## src/msfsa_pkg.sv

```systemverilog
package msfsa_pkg;

	localparam int STORE_DEPTH = 1024;
	localparam int SLOT_W = $clog2(STORE_DEPTH);
	localparam int IN_QUEUE_DEPTH = 4;
	localparam int IN_CNT_W = $clog2(IN_QUEUE_DEPTH + 1);
	localparam int IN_PTR_W = $clog2(IN_QUEUE_DEPTH);

	localparam logic [31:0] QNAN_DEFAULT = 32'hffc0_0000;

	localparam logic FMT_SINGLE = 1'b0;
	localparam logic FMT_HALF = 1'b1;

	typedef struct packed {
		logic [31:0] sample;
		logic [9:0]  position;
		logic        first_source;
		logic        last_source;
	} item_t;

	typedef enum logic [2:0] {
		ST_IDLE,
		ST_ALIGN,
		ST_ADD,
		ST_ROUND,
		ST_EMIT
	} back_state_t;

	function automatic logic [31:0] half_to_single(input logic [15:0] h);
		logic [31:0] sgn;
		logic [9:0]  man;
		logic [3:0]  p;
		logic [31:0] wide;
		sgn = {h[15], 31'b0};
		man = h[9:0];
		p = 4'd0;
		for (int i = 0; i < 10; i++) begin
			if (man[i]) p = 4'(i);
		end
		wide = 32'(man) << (5'd23 - 5'(p));
		if (h[14:10] == 5'd0) begin
			if (man == 10'd0) half_to_single = sgn;
			else half_to_single = sgn | {1'b0, 8'(8'd103 + 8'(p)), wide[22:0]};
		end else if (h[14:10] == 5'h1f) begin
			half_to_single = sgn | 32'h7f80_0000 | {9'b0, man, 13'b0};
		end else begin
			half_to_single = sgn + ((32'(h[14:0]) + 32'h1_c000) << 13);
		end
	endfunction

	function automatic logic [15:0] single_to_half(input logic [31:0] f);
		logic [31:0] sgn;
		logic [31:0] ex;
		logic [31:0] man;
		logic [31:0] r;
		logic [31:0] res;
		sgn = {16'b0, f[31], 15'b0};
		ex = f & 32'h7f80_0000;
		res = 32'd0;
		if (ex >= 32'h4780_0000) begin
			res = sgn + 32'h7c00;
			if (ex == 32'h7f80_0000 && f[22:0] != 23'd0) begin
				r = 32'h7c00 + (32'(f[22:0]) >> 13);
				if (r == 32'h7c00) r = r + 32'd1;
				res = sgn + r;
			end
		end else if (ex <= 32'h3800_0000) begin
			if (ex < 32'h3300_0000) begin
				res = sgn;
			end else begin
				man = (32'h0080_0000 + 32'(f[22:0])) >> (8'd113 - f[30:23]);
				man = man + 32'h1000;
				res = sgn + (man >> 13);
			end
		end else begin
			man = 32'(f[22:0]) + 32'h1000;
			res = sgn + ((ex - 32'h3800_0000) >> 13) + (man >> 13);
		end
		single_to_half = res[15:0];
	endfunction

endpackage

```

## src/msfsa_front.sv

```systemverilog
module msfsa_front (
	input  logic               clk,
	input  logic               arst_n,
	input  logic               sample_format,
	input  logic [31:0]        sample_bits,
	input  logic [9:0]         position,
	input  logic               first_source,
	input  logic               last_source,
	input  logic               push,
	output logic               full,
	input  logic               item_pop,
	output logic               item_empty,
	output msfsa_pkg::item_t   item
);

	msfsa_pkg::item_t slot_q [msfsa_pkg::IN_QUEUE_DEPTH];
	logic [msfsa_pkg::IN_PTR_W-1:0] wr_q, rd_q;
	logic [msfsa_pkg::IN_CNT_W-1:0] cnt_q;
	msfsa_pkg::item_t in_item;
	logic do_push, do_pop;

	// samples are widened here so the back end only ever sees single patterns
	always_comb begin
		in_item.sample = (sample_format == msfsa_pkg::FMT_HALF)
			? msfsa_pkg::half_to_single(sample_bits[15:0]) : sample_bits;
		in_item.position = position;
		in_item.first_source = first_source;
		in_item.last_source = last_source;
	end

	assign full = (cnt_q == msfsa_pkg::IN_CNT_W'(msfsa_pkg::IN_QUEUE_DEPTH));
	assign item_empty = (cnt_q == '0);
	assign item = slot_q[rd_q];
	assign do_push = push && !full;
	assign do_pop = item_pop && !item_empty;

	always_ff @(posedge clk) begin
		if (do_push) slot_q[wr_q] <= in_item;
	end

	always_ff @(posedge clk or negedge arst_n) begin
		if (!arst_n) begin
			wr_q <= '0;
			rd_q <= '0;
			cnt_q <= '0;
		end else begin
			if (do_push) wr_q <= wr_q + 1'b1;
			if (do_pop) rd_q <= rd_q + 1'b1;
			if (do_push && !do_pop) cnt_q <= cnt_q + 1'b1;
			else if (!do_push && do_pop) cnt_q <= cnt_q - 1'b1;
		end
	end

endmodule

```

## config.mk

```make
export PLATFORM = sky130hd
export DESIGN_NAME = msfsa_front
export DESIGN_NICKNAME = d
export VERILOG_FILES = /design/src/msfsa_pkg.sv /design/src/msfsa_front.sv
export SDC_FILE = /design/constraint.sdc
export NUM_CORES = 1
export LEC_CHECK = 0
export BUFFER_PORTS_ARGS = -buffer_cell sky130_fd_sc_hd__clkbuf_2
export CORE_MARGIN = 4
export CORE_UTILIZATION = 47
export CTS_BUF_LIST = sky130_fd_sc_hd__clkbuf_4
export CTS_CLUSTER_DIAMETER = 30
export CTS_CLUSTER_SIZE = 25
export DETAILED_ROUTE_END_ITERATION = 10
export PLACE_DENSITY = 0.66
export SYNTH_ARGS = -nofsm -noshare
export SYNTH_HDL_FRONTEND = slang
export SYNTH_SLANG_ARGS = --single-unit
```

## constraint.sdc

```tcl
create_clock -name clk -period 7.03 [get_ports clk]
set_clock_uncertainty 0.2 [all_clocks]
set_input_delay 1.7575 -clock clk [delete_from_list [all_inputs] [get_ports clk]]
set_output_delay 1.7575 -clock clk [all_outputs]
set_load 0.05 [all_outputs]
```

==> results of run 1 <==
report_power, final:
part	switching [W]	internal (W)
combinational	0.00102	0.000457
sequential	0.000164	0.00145
clock	0.000357	0.000158
state kept, by name, summed over array words and instances (netlist names):
name and flops:
rd_q 2, wr_q 2, cnt_q 3, slot_q 176
layer usage:
layer,global-route usage,vias to the layer above
met5,0,-
met4,0.0426,0
met3,0.0438,16
met2,0.292,149
met1,0.255,2224
li1,-,1915
layout make-up:
| class | instances | area, um^2 |
|---|---|---|
| Clock inverter | 13 | 111 |
| Clock buffer | 19 | 143 |
| Multi-Input combinational cell | 212 | 2160 |
| Fill cell | 1316 | 7360 |
| Antenna cell | 1 | 2.50 |
| Sequential cell | 183 | 5470 |
| Timing Repair Buffer | 99 | 508 |
| Inverter | 12 | 45.0 |
| Tap cell | 216 | 270 |
critical path, cell delays in order (launching register included):
cell and delay, ns:
dfrtp_4 1.07, mux4_2 0.64, clkbuf_2 0.26
metrics by stage:
| stage | cell area, um^2 | instances | setup slack, ns | util | hold slack (ns) |
|---|---|---|---|---|---|
| 2_1_floorplan | 7790 | 432 | 3.23 | - | 0.256 |
| 3_3_place_gp | 8440 | 722 | 3.00 | 0.526 | 0.272 |
| 3_5_place_dp | 8440 | 722 | 2.91 | 0.526 | 0.295 |
| 4_1_cts | 8700 | 754 | 2.40 | 0.542 | 0.317 |
| 5_1_grt | 8700 | 754 | 2.29 | 0.542 | 0.332 |
| 6_report | 8700 | 755 | 2.53 | 0.542 | 0.312 |
cell usage in the layout, fill, tap and decap left out, types with 6 or more instances in the layout:
master	n
a21oi_1	22
inv_1	11
clkbuf_2	94
mux4_2	44
o21ai_0	8
inv_6	6
nor2_1	27
nand2_1	11
clkbuf_4	19
ha_1	6
edfxtp_1	176
nor2b_1	12
logic make-up after synthesis:
logic type                 synth area share
muxes                                 0.138
buffers and inverters                0.0225
and+or+nand+nor                      0.0628
AOI/OAI and AO/OA                    0.0551
xor gates and xnor gates            0.00787
DFF                                   0.701
adders and majority gates            0.0122
synth_stat cells, drive strengths merged, types with 3 or more instances:
master | number | share of area
a21oi | 22 | 0.014
a31oi | 6 | 0.0067
and2 | 4 | 0.0032
buf | 13 | 0.011
clkbuf | 12 | 0.0058
dfrtp | 7 | 0.022
edfxtp | 176 | 0.68
ha | 6 | 0.0096
inv | 12 | 0.0058
mux2 | 4 | 0.0058
mux2i | 4 | 0.0051
mux4 | 44 | 0.13
nand2 | 15 | 0.010
nand3 | 5 | 0.0032
nor2 | 32 | 0.020
nor2b | 12 | 0.0096
nor3 | 3 | 0.0034
o21ai | 9 | 0.0063
o31ai | 4 | 0.0056
xnor2 | 5 | 0.0056
worst max-delay path by stage:
stage | start | endpoint | slack (ns) | cells past startpoint
2_1_floorplan | push | slot_q[0][0] | 3.23 | 3
3_3_place_gp | sample_bits[9] | slot_q[0][37] | 3.00 | 9
3_5_place_dp | sample_bits[10] | slot_q[2][32] | 2.91 | 6
4_1_cts | rd_q[0] | item[31] | 2.40 | 2
5_1_grt | rd_q[0] | item[28] | 2.29 | 2
6_report | rd_q[0] | item[19] | 2.53 | 2
==> out/qor.yml, run 1 <==
outcome:
  outcome: "complete, no violations"
synth:
  synth_cells: 432
  synth_area_um2: 7790
  ys.flop_type: "edfxtp_1"
  ys_ff_latch: 183
  synth_warnings: 0
  synth-async-reset-ratio: 0.0383
  syn_nets: 488
  yosysUniqueCellTypes: 58
  avgSynthCellArea_um2: 18.0
  seq_area_frac_synth: 0.701
  synth_edf_count: 176
clock_tree:
  cts_made_buffers: 17
  ctsRootBufferMaster: "clkbuf_4"
  htreeDepth: 4
  clkSlewWorstSetupHoldPaths_ns: 0.13
  post_cts_buffers: 0
  cts_tree: "yes"
  post_cts_resized: 0
  clk_path_buf_depth: 2
  clock_latency_ns: 0.55
  cts.sinks: 183
  cts_hold_buf: 0
detailed_routing:
  m1WireLength_um: 6970
  wl_met3_um: 841
  routed.top_layer: "met4"
  wl_um: 16000
  drcViolationCount: 0
  routedWlPerCell_um: 21.2
  drtPass1Iterations: 5
  vias: 4304
  dr.first_iter.drc_count: 289
  drt-vias-per-instance: 5.70
  drt.antenna.violating_nets: 0
  wl_met2_um: 7990
setup_path:
  reg2reg_depth: 4
  critical_path_class: "reg2out"
  end_kind: "primary output"
  crit_arrival_ns: 2.54
  r2r-end: "slot_q[0][11]"
  required_ns: 5.07
  cp_max_fo: 46
  ff2ff_setup_slack_ns: 4.44
  regToRegStartpoint: "cnt_q[2]"
  startpoint_type: "flip-flop"
hold_path:
  hold_class: "reg2reg"
  min_to: "cnt_q[2]"
  hp-start: "cnt_q[2]"
  hold_depth: 1
timing:
  min_period_over_period: 0.640
  setup_viol: 0
  timing.final.crit_period_ns: 4.50
  worst_pin_slew_ns: 0.929
  clock.fmax_mhz: 222
  slew_headroom: 0.381
  fin_tns_setup_ns: 0
  rsz0062_at_grt: "false"
  final_hold_viol_count: 0
  slew_viol_final: 0
floorplan:
  die-area_um2: 18700
  coreArea_um2: 16100
  start_util: 0.485
  io_pins: 95
  dieHeight_um: 137
  rows: 46
  chipWidth_um: 137
cells_and_area:
  nNetsFinal: 581
  syn_to_final_growth_pct: 11.7
  drive_above_1_share: 0.379
placed_design:
  hpwl_um: 10600
  gp_congestion: 0.903
  io_buffers: 94
global_routing:
  grt_pass1_wl_um: 25300
  grt_max_degree: 47
  grtUsageTotal: 0.182
  antenna_found_initial: 0
  grt_pass1_vias: 4481
  grt-ovfl-total: 0
power:
  peakVddDrop_mv: 0.187
  power_leakage_nw: 3.00
  cellPowerDensity_nw_per_um2: 414
  power_w: 0.00360
job:
  maxCapViolCount: 0
Note: power is estimated with default switching activity, not from simulation.
==> run 2: changes to the inputs <==
==> constraint.sdc (replaced) <==
create_clock -name clk -period 4.4 [get_ports clk]
set_clock_uncertainty 0.2 [all_clocks]
set_input_delay 1.1 -clock clk [delete_from_list [all_inputs] [get_ports clk]]
set_output_delay 1.1 -clock clk [all_outputs]
set_load 0.05 [all_outputs]
==> out/qor.yml, run 2 (synthesized netlist as in run 1, its figures left out) <==
outcome:
  outcome: "complete, no violations"  # unchanged
timing:
  clock.fmax_mhz: 257
  setup_viol: 0  # unchanged
  slew_headroom: 0.463  # was 0.381
  fin_tns_setup_ns: 0  # unchanged
  final_hold_viol_count: 0  # unchanged
  worst_pin_slew_ns: 0.804  # was 0.929 ns
  min_period_over_period: 0.886
  timing.final.crit_period_ns: 3.90
  slew_viol_final: 0  # unchanged
  rsz0062_at_grt: "false"  # unchanged
global_routing:
  grt_max_degree: 34  # was 47
  grtUsageTotal: 0.177  # was 0.182
  grt_pass1_vias: 4391  # was 4481
  grt_pass1_wl_um: 24600  # was 25300 um
  antenna_found_initial: 1  # was 0
  grt-ovfl-total: 0  # unchanged
clock_tree:
  post_cts_resized: 0  # unchanged
  cts_tree: "yes"  # unchanged
  clock_latency_ns: 0.54  # was 0.55 ns
  ctsRootBufferMaster: "clkbuf_4"  # unchanged
  cts.sinks: 183  # unchanged
  clk_path_buf_depth: 2  # unchanged
  clkSlewWorstSetupHoldPaths_ns: 0.14  # was 0.13 ns
  htreeDepth: 4  # unchanged
  cts_hold_buf: 0  # unchanged
  cts_made_buffers: 17  # unchanged
  post_cts_buffers: 0  # unchanged
detailed_routing:
  vias: 4240  # was 4304
  drt-vias-per-instance: 5.59  # was 5.70
  drt.antenna.violating_nets: 0  # unchanged
  drcViolationCount: 0  # unchanged
  dr.first_iter.drc_count: 242  # was 289
  routedWlPerCell_um: 20.7  # was 21.2 um
  wl_um: 15700  # was 16000 um
  drtPass1Iterations: 4  # was 5
floorplan:
  start_util: 0.485  # unchanged
  chipWidth_um: 137  # unchanged
  coreArea_um2: 16100  # unchanged
  io_pins: 95  # unchanged
  die-area_um2: 18700  # unchanged
  rows: 46  # unchanged
  dieHeight_um: 137  # unchanged
cells_and_area:
  instances_no_fill: 759  # was 755
  top_regs: "slot_q: 176 flops, cnt_q: 3 flops"  # unchanged
  syn_to_final_growth_pct: 13.0  # was 11.7%
  layout_commonest_cell: "edfxtp_1"  # unchanged
  final_cell_mix: "edfxtp_1, clkbuf_2, mux4_2"  # unchanged
  regMostFlops: "slot_q"  # unchanged
  drive_above_1_share: 0.382  # was 0.379
  largest_reg_flops: 176  # unchanged
  nNetsFinal: 585  # was 581
setup_path:
  crit_path_cell_trace: "buf_4 > mux4_2 > clkbuf_2"  # was mux4_2 > clkbuf_2
  required_ns: 3.10  # was 5.07 ns
  cp_slowest_stage_delay_ns: 0.86  # was 1.07 ns
  end_kind: "primary output"  # unchanged
  critPathSlowestCell: "dfrtp_4"  # unchanged
  crit_arrival_ns: 2.60  # was 2.54 ns
  critical_path_class: "reg2out"  # unchanged
  regToRegStartpoint: "cnt_q[2]"  # unchanged
  critPathLaunch: "rd_q[0]"  # unchanged
  startpoint_type: "flip-flop"  # unchanged
  cp_max_fo: 31  # was 46
power:
  seqPwrFrac: 0.426  # was 0.447
  p_int_w: 0.00348  # was 0.00206 W
  p_sw_frac: 0.413  # was 0.428
  peakVddDrop_mv: 0.303  # was 0.187 mV
  p_sw_w: 0.00245  # was 0.00154 W
  cellPowerDensity_nw_per_um2: 673  # was 414 nW/um^2
  p_clk_frac: 0.167  # was 0.143
  p_comb_frac: 0.407  # was 0.410
  power_leakage_nw: 3.06  # was 3.00 nW
placed_design:
  dpl.cell_count: 726  # was 722
  io_buffers: 94  # unchanged
  gp_congestion: 0.925  # was 0.903
  hpwl_um: 10600  # about the same
job:
  maxCapViolCount: 0  # unchanged
hold_path:
  hold_class: "in2async"  # was reg2reg
-- run 2: cell count changes in the layout (fill, tap and decap cells not counted), sizes merged --
| cell | previous run | this run |
|---|---|---|
| buf | 5 | 9 |
| bufinv | 0 | 3 |
| clkinv | 2 | 5 |
| clkinvlp | 4 | 1 |
| inv | 19 | 16 |
-- run 2: path summary, 6_finish.rpt --
| check | endpoint | slack [ns] | cells after the start |
|---|---|---|---|
| worst max-delay path | item[4] | 0.50 | 3 |
| worst min-delay path | cnt_q[2] | 0.17 | 1 |
| worst max register to register | slot_q[2][19] | 1.86 | 4 |
| worst min register to register | cnt_q[2] | 0.31 | 1 |
| max in group asynchronous | rd_q[0] | 3.65 | 1 |
| min in group clk | cnt_q[2] | 0.31 | 1 |
-- run 2: stage by stage --
step                cell area [um^2]  setup WS [ns]  power [W]  utilization  hold slack (ns)
floorplan                       7790           1.15    0.00442            -            0.256
global placement                8490          0.765    0.00500        0.529            0.278
detailed placement              8490          0.754    0.00504        0.529            0.288
CTS                             8800          0.370    0.00601        0.548            0.107
global route                    8800          0.261    0.00622        0.548            0.112
finish                          8800          0.502    0.00592        0.548            0.167
-- run 2: metal layers --
layer  global-route usage  up-vias  wire length, um
li1                     -     1922                -
met1                0.247     2178             6850
met2                0.287      131             7870
met3               0.0390        9              839
met4               0.0448        0              140
met5                    0        -                0
-- run 2: worst max-delay path, delay by kind of cell, from the launching register on --
kind | cells | cell delay, ns
muxes | 1 | 0.54
buffers and inverters | 2 | 0.62
DFF | 1 | 0.86
-- run 2: power groups by stage --
stage                     logic (W)  registers (W)  clock network (W)
final                       0.00241        0.00252           0.000987
after detailed placement    0.00246        0.00258                  0
after floorplan             0.00201        0.00242                  0
after global placement      0.00244        0.00256                  0
after global routing        0.00255        0.00258            0.00109
after CTS                   0.00246        0.00254            0.00101
-- run 2: area by class of cell --
| cell class | instances | area [um^2] |
|---|---|---|
| clock inverters | 13 | 170 |
| multi-input cells | 212 | 2160 |
| repair buffers | 103 | 551 |
| inverters | 12 | 45.0 |
| well taps | 216 | 270 |
| fillers | 1294 | 7260 |
| diodes | 1 | 2.50 |
| flip-flops and latches | 183 | 5470 |
| clock buffers | 19 | 143 |
==> run 3: changes to the inputs <==
--- a/config.mk
+++ b/config.mk
@@ -7,12 +7,13 @@
 export LEC_CHECK = 0
 export BUFFER_PORTS_ARGS = -buffer_cell sky130_fd_sc_hd__clkbuf_2
 export CORE_MARGIN = 4
-export CORE_UTILIZATION = 47
+export CORE_UTILIZATION = 60
 export CTS_BUF_LIST = sky130_fd_sc_hd__clkbuf_4
 export CTS_CLUSTER_DIAMETER = 30
 export CTS_CLUSTER_SIZE = 25
 export DETAILED_ROUTE_END_ITERATION = 10
-export PLACE_DENSITY = 0.66
+export MAX_ROUTING_LAYER = met4
+export PLACE_DENSITY = 0.81
 export SYNTH_ARGS = -nofsm -noshare
 export SYNTH_HDL_FRONTEND = slang
 export SYNTH_SLANG_ARGS = --single-unit
==> out/qor.yml, run 3 (synthesized netlist as in run 1, its figures left out) <==
detailed_routing:
  drtPass1Iterations: 5  # was 4
  drcViolationCount: 0  # unchanged
  routedWlPerCell_um: 21.6  # was 20.7 um
  drt.antenna.violating_nets: 0  # unchanged
  drt-vias-per-instance: 6.04  # was 5.59
  wl_um: 15400  # was 15700 um
  vias: 4303  # was 4240
  dr.first_iter.drc_count: 444  # was 242
setup_path:
  crit_arrival_ns: 2.42  # was 2.60 ns
  cp_top_family: "flip-flops"  # unchanged
  required_ns: 3.10  # about the same
  crit_cells: 3  # unchanged
  startpoint_type: "flip-flop"  # unchanged
  cp_max_fo: 29  # was 31
  cp_slowest_stage_delay_ns: 0.69  # was 0.86 ns
  crit_end: "item[28]"  # was item[4]
  end_kind: "primary output"  # unchanged
  ff2ff_setup_slack_ns: 1.82  # was 1.86 ns
  critPathSlowestCell: "dfrtp_4"  # unchanged
  regToRegStartpoint: "cnt_q[2]"  # unchanged
  r2r-end: "slot_q[2][39]"  # was slot_q[2][19]
  critPathLaunch: "rd_q[0]"  # unchanged
  reg2reg_depth: 4  # unchanged
  critical_path_class: "reg2out"  # unchanged
  crit_path_cell_trace: "buf_12 > mux4_2 > clkbuf_2"  # was buf_4 > mux4_2 > clkbuf_2
  critPathBufInv: 2  # unchanged
clock_tree:
  post_cts_resized: 0  # unchanged
  post_cts_buffers: 0  # unchanged
  htreeDepth: 4  # unchanged
  clock_latency_ns: 0.56  # was 0.54 ns
  cts_made_buffers: 17  # unchanged
  cts.sinks: 183  # unchanged
  cts_tree: "yes"  # unchanged
  clk_path_buf_depth: 2  # unchanged
  ctsRootBufferMaster: "clkbuf_4"  # unchanged
  clkSlewWorstSetupHoldPaths_ns: 0.12  # was 0.14 ns
  cts_hold_buf: 0  # unchanged
power:
  p_sw_frac: 0.408  # was 0.413
  p_clk_frac: 0.154  # was 0.167
  seqPwrFrac: 0.423  # was 0.426
  peakVddDrop_mv: 0.377  # was 0.303 mV
  p_sw_w: 0.00239  # was 0.00245 W
  power_w: 0.00586  # was 0.00592 W
  cellPowerDensity_nw_per_um2: 672  # was 673 nW/um^2
  p_comb_frac: 0.423  # was 0.407
  power_leakage_nw: 3.05  # was 3.06 nW
  p_int_w: 0.00347  # was 0.00348 W
timing:
  setup_ws_ns: 0.685  # was 0.502 ns
  fin_tns_setup_ns: 0  # unchanged
  setup_viol: 0  # unchanged
  clock.fmax_mhz: 269  # was 257 MHz
  min_period_over_period: 0.844  # was 0.886
  rsz0062_at_grt: "false"  # unchanged
  final_hold_viol_count: 0  # unchanged
  slew_headroom: 0.457  # was 0.463
  timing.final.crit_period_ns: 3.72  # was 3.90 ns
  slew_viol_final: 0  # unchanged
  worst_pin_slew_ns: 0.813  # was 0.804 ns
cells_and_area:
  final_cell_mix: "edfxtp_1, clkbuf_2, mux4_2"  # unchanged
  layout_commonest_cell: "edfxtp_1"  # unchanged
  top_regs: "slot_q: 176 flops, cnt_q: 3 flops"  # unchanged
  finalInstanceArea_um2: 8720  # was 8800 um^2
  syn_to_final_growth_pct: 12.0  # was 13.0%
  largest_reg_flops: 176  # unchanged
  regMostFlops: "slot_q"  # unchanged
  drive_above_1_share: 0.376  # was 0.382
  nNetsFinal: 585  # unchanged
  final_util: 0.688  # was 0.548
placed_design:
  hpwl_um: 10500  # was 10600 um
  io_buffers: 94  # unchanged
  gp_congestion: 0.943  # was 0.925
  pre_cts_ws_ns: 0.769  # was 0.754 ns
  dpl_cell_area_um2: 8440  # was 8490 um^2
floorplan:
  chipWidth_um: 122  # was 137 um
  io_pins: 95  # unchanged
  coreArea_um2: 12700  # was 16100 um^2
  start_util: 0.614  # was 0.485
  die-area_um2: 14900  # was 18700 um^2
  rows: 41  # was 46
  dieHeight_um: 122  # was 137 um
global_routing:
  grt-ovfl-total: 0  # unchanged
  grt_pass1_vias: 4359  # was 4391
  grt_max_degree: 44  # was 34
  grtUsageTotal: 0.228  # was 0.177
  grt_pass1_wl_um: 23900  # was 24600 um
  antenna_found_initial: 1  # unchanged
job:
  maxCapViolCount: 0  # unchanged
hold_path:
  hold_class: "in2async"  # unchanged
outcome:
  outcome: "complete, no violations"  # unchanged
run 3: layer usage:
| layer | global-route usage | vias up | wire (um) |
|---|---|---|---|
| met5 | - | - | 0 |
| met4 | 0.0826 | 0 | 289 |
| met3 | 0.0525 | 27 | 987 |
| met2 | 0.354 | 167 | 7680 |
| met1 | 0.303 | 2182 | 6480 |
| li1 | - | 1927 | - |
run 3: through the flow:
step | hold slack [ns] | instances
global route | 0.0794 | 713
finish | 0.143 | 713
detailed placement | 0.280 | 682
CTS | 0.0929 | 712
global placement | 0.278 | 682
floorplan | 0.256 | 432
run 3: power groups by stage:
stage | Combinational, W | Sequential, W | Clock (W)
after global placement | 0.00248 | 0.00249 | 0
final | 0.00248 | 0.00248 | 0.000901
after global routing | 0.00261 | 0.00251 | 0.00100
after CTS | 0.00252 | 0.00249 | 0.000927
after detailed placement | 0.00251 | 0.00253 | 0
after floorplan | 0.00201 | 0.00242 | 0
run 3: worst min path at each step:
stage          endpoint  cells after the start
2_1_floorplan  cnt_q[2]                      1
3_3_place_gp   cnt_q[2]                      1
3_5_place_dp   cnt_q[2]                      1
4_1_cts         rd_q[0]                      1
5_1_grt        cnt_q[2]                      1
6_report        wr_q[1]                      1
run 3: final cells by class:
cell class	instances	area (um^2)
flip-flops and latches	183	5470
fillers	857	3950
multi-input cells	212	2160
repair buffers	103	563
well taps	172	215
clock buffers	19	143
clock inverters	11	134
inverters	12	45.0
diodes	1	2.50
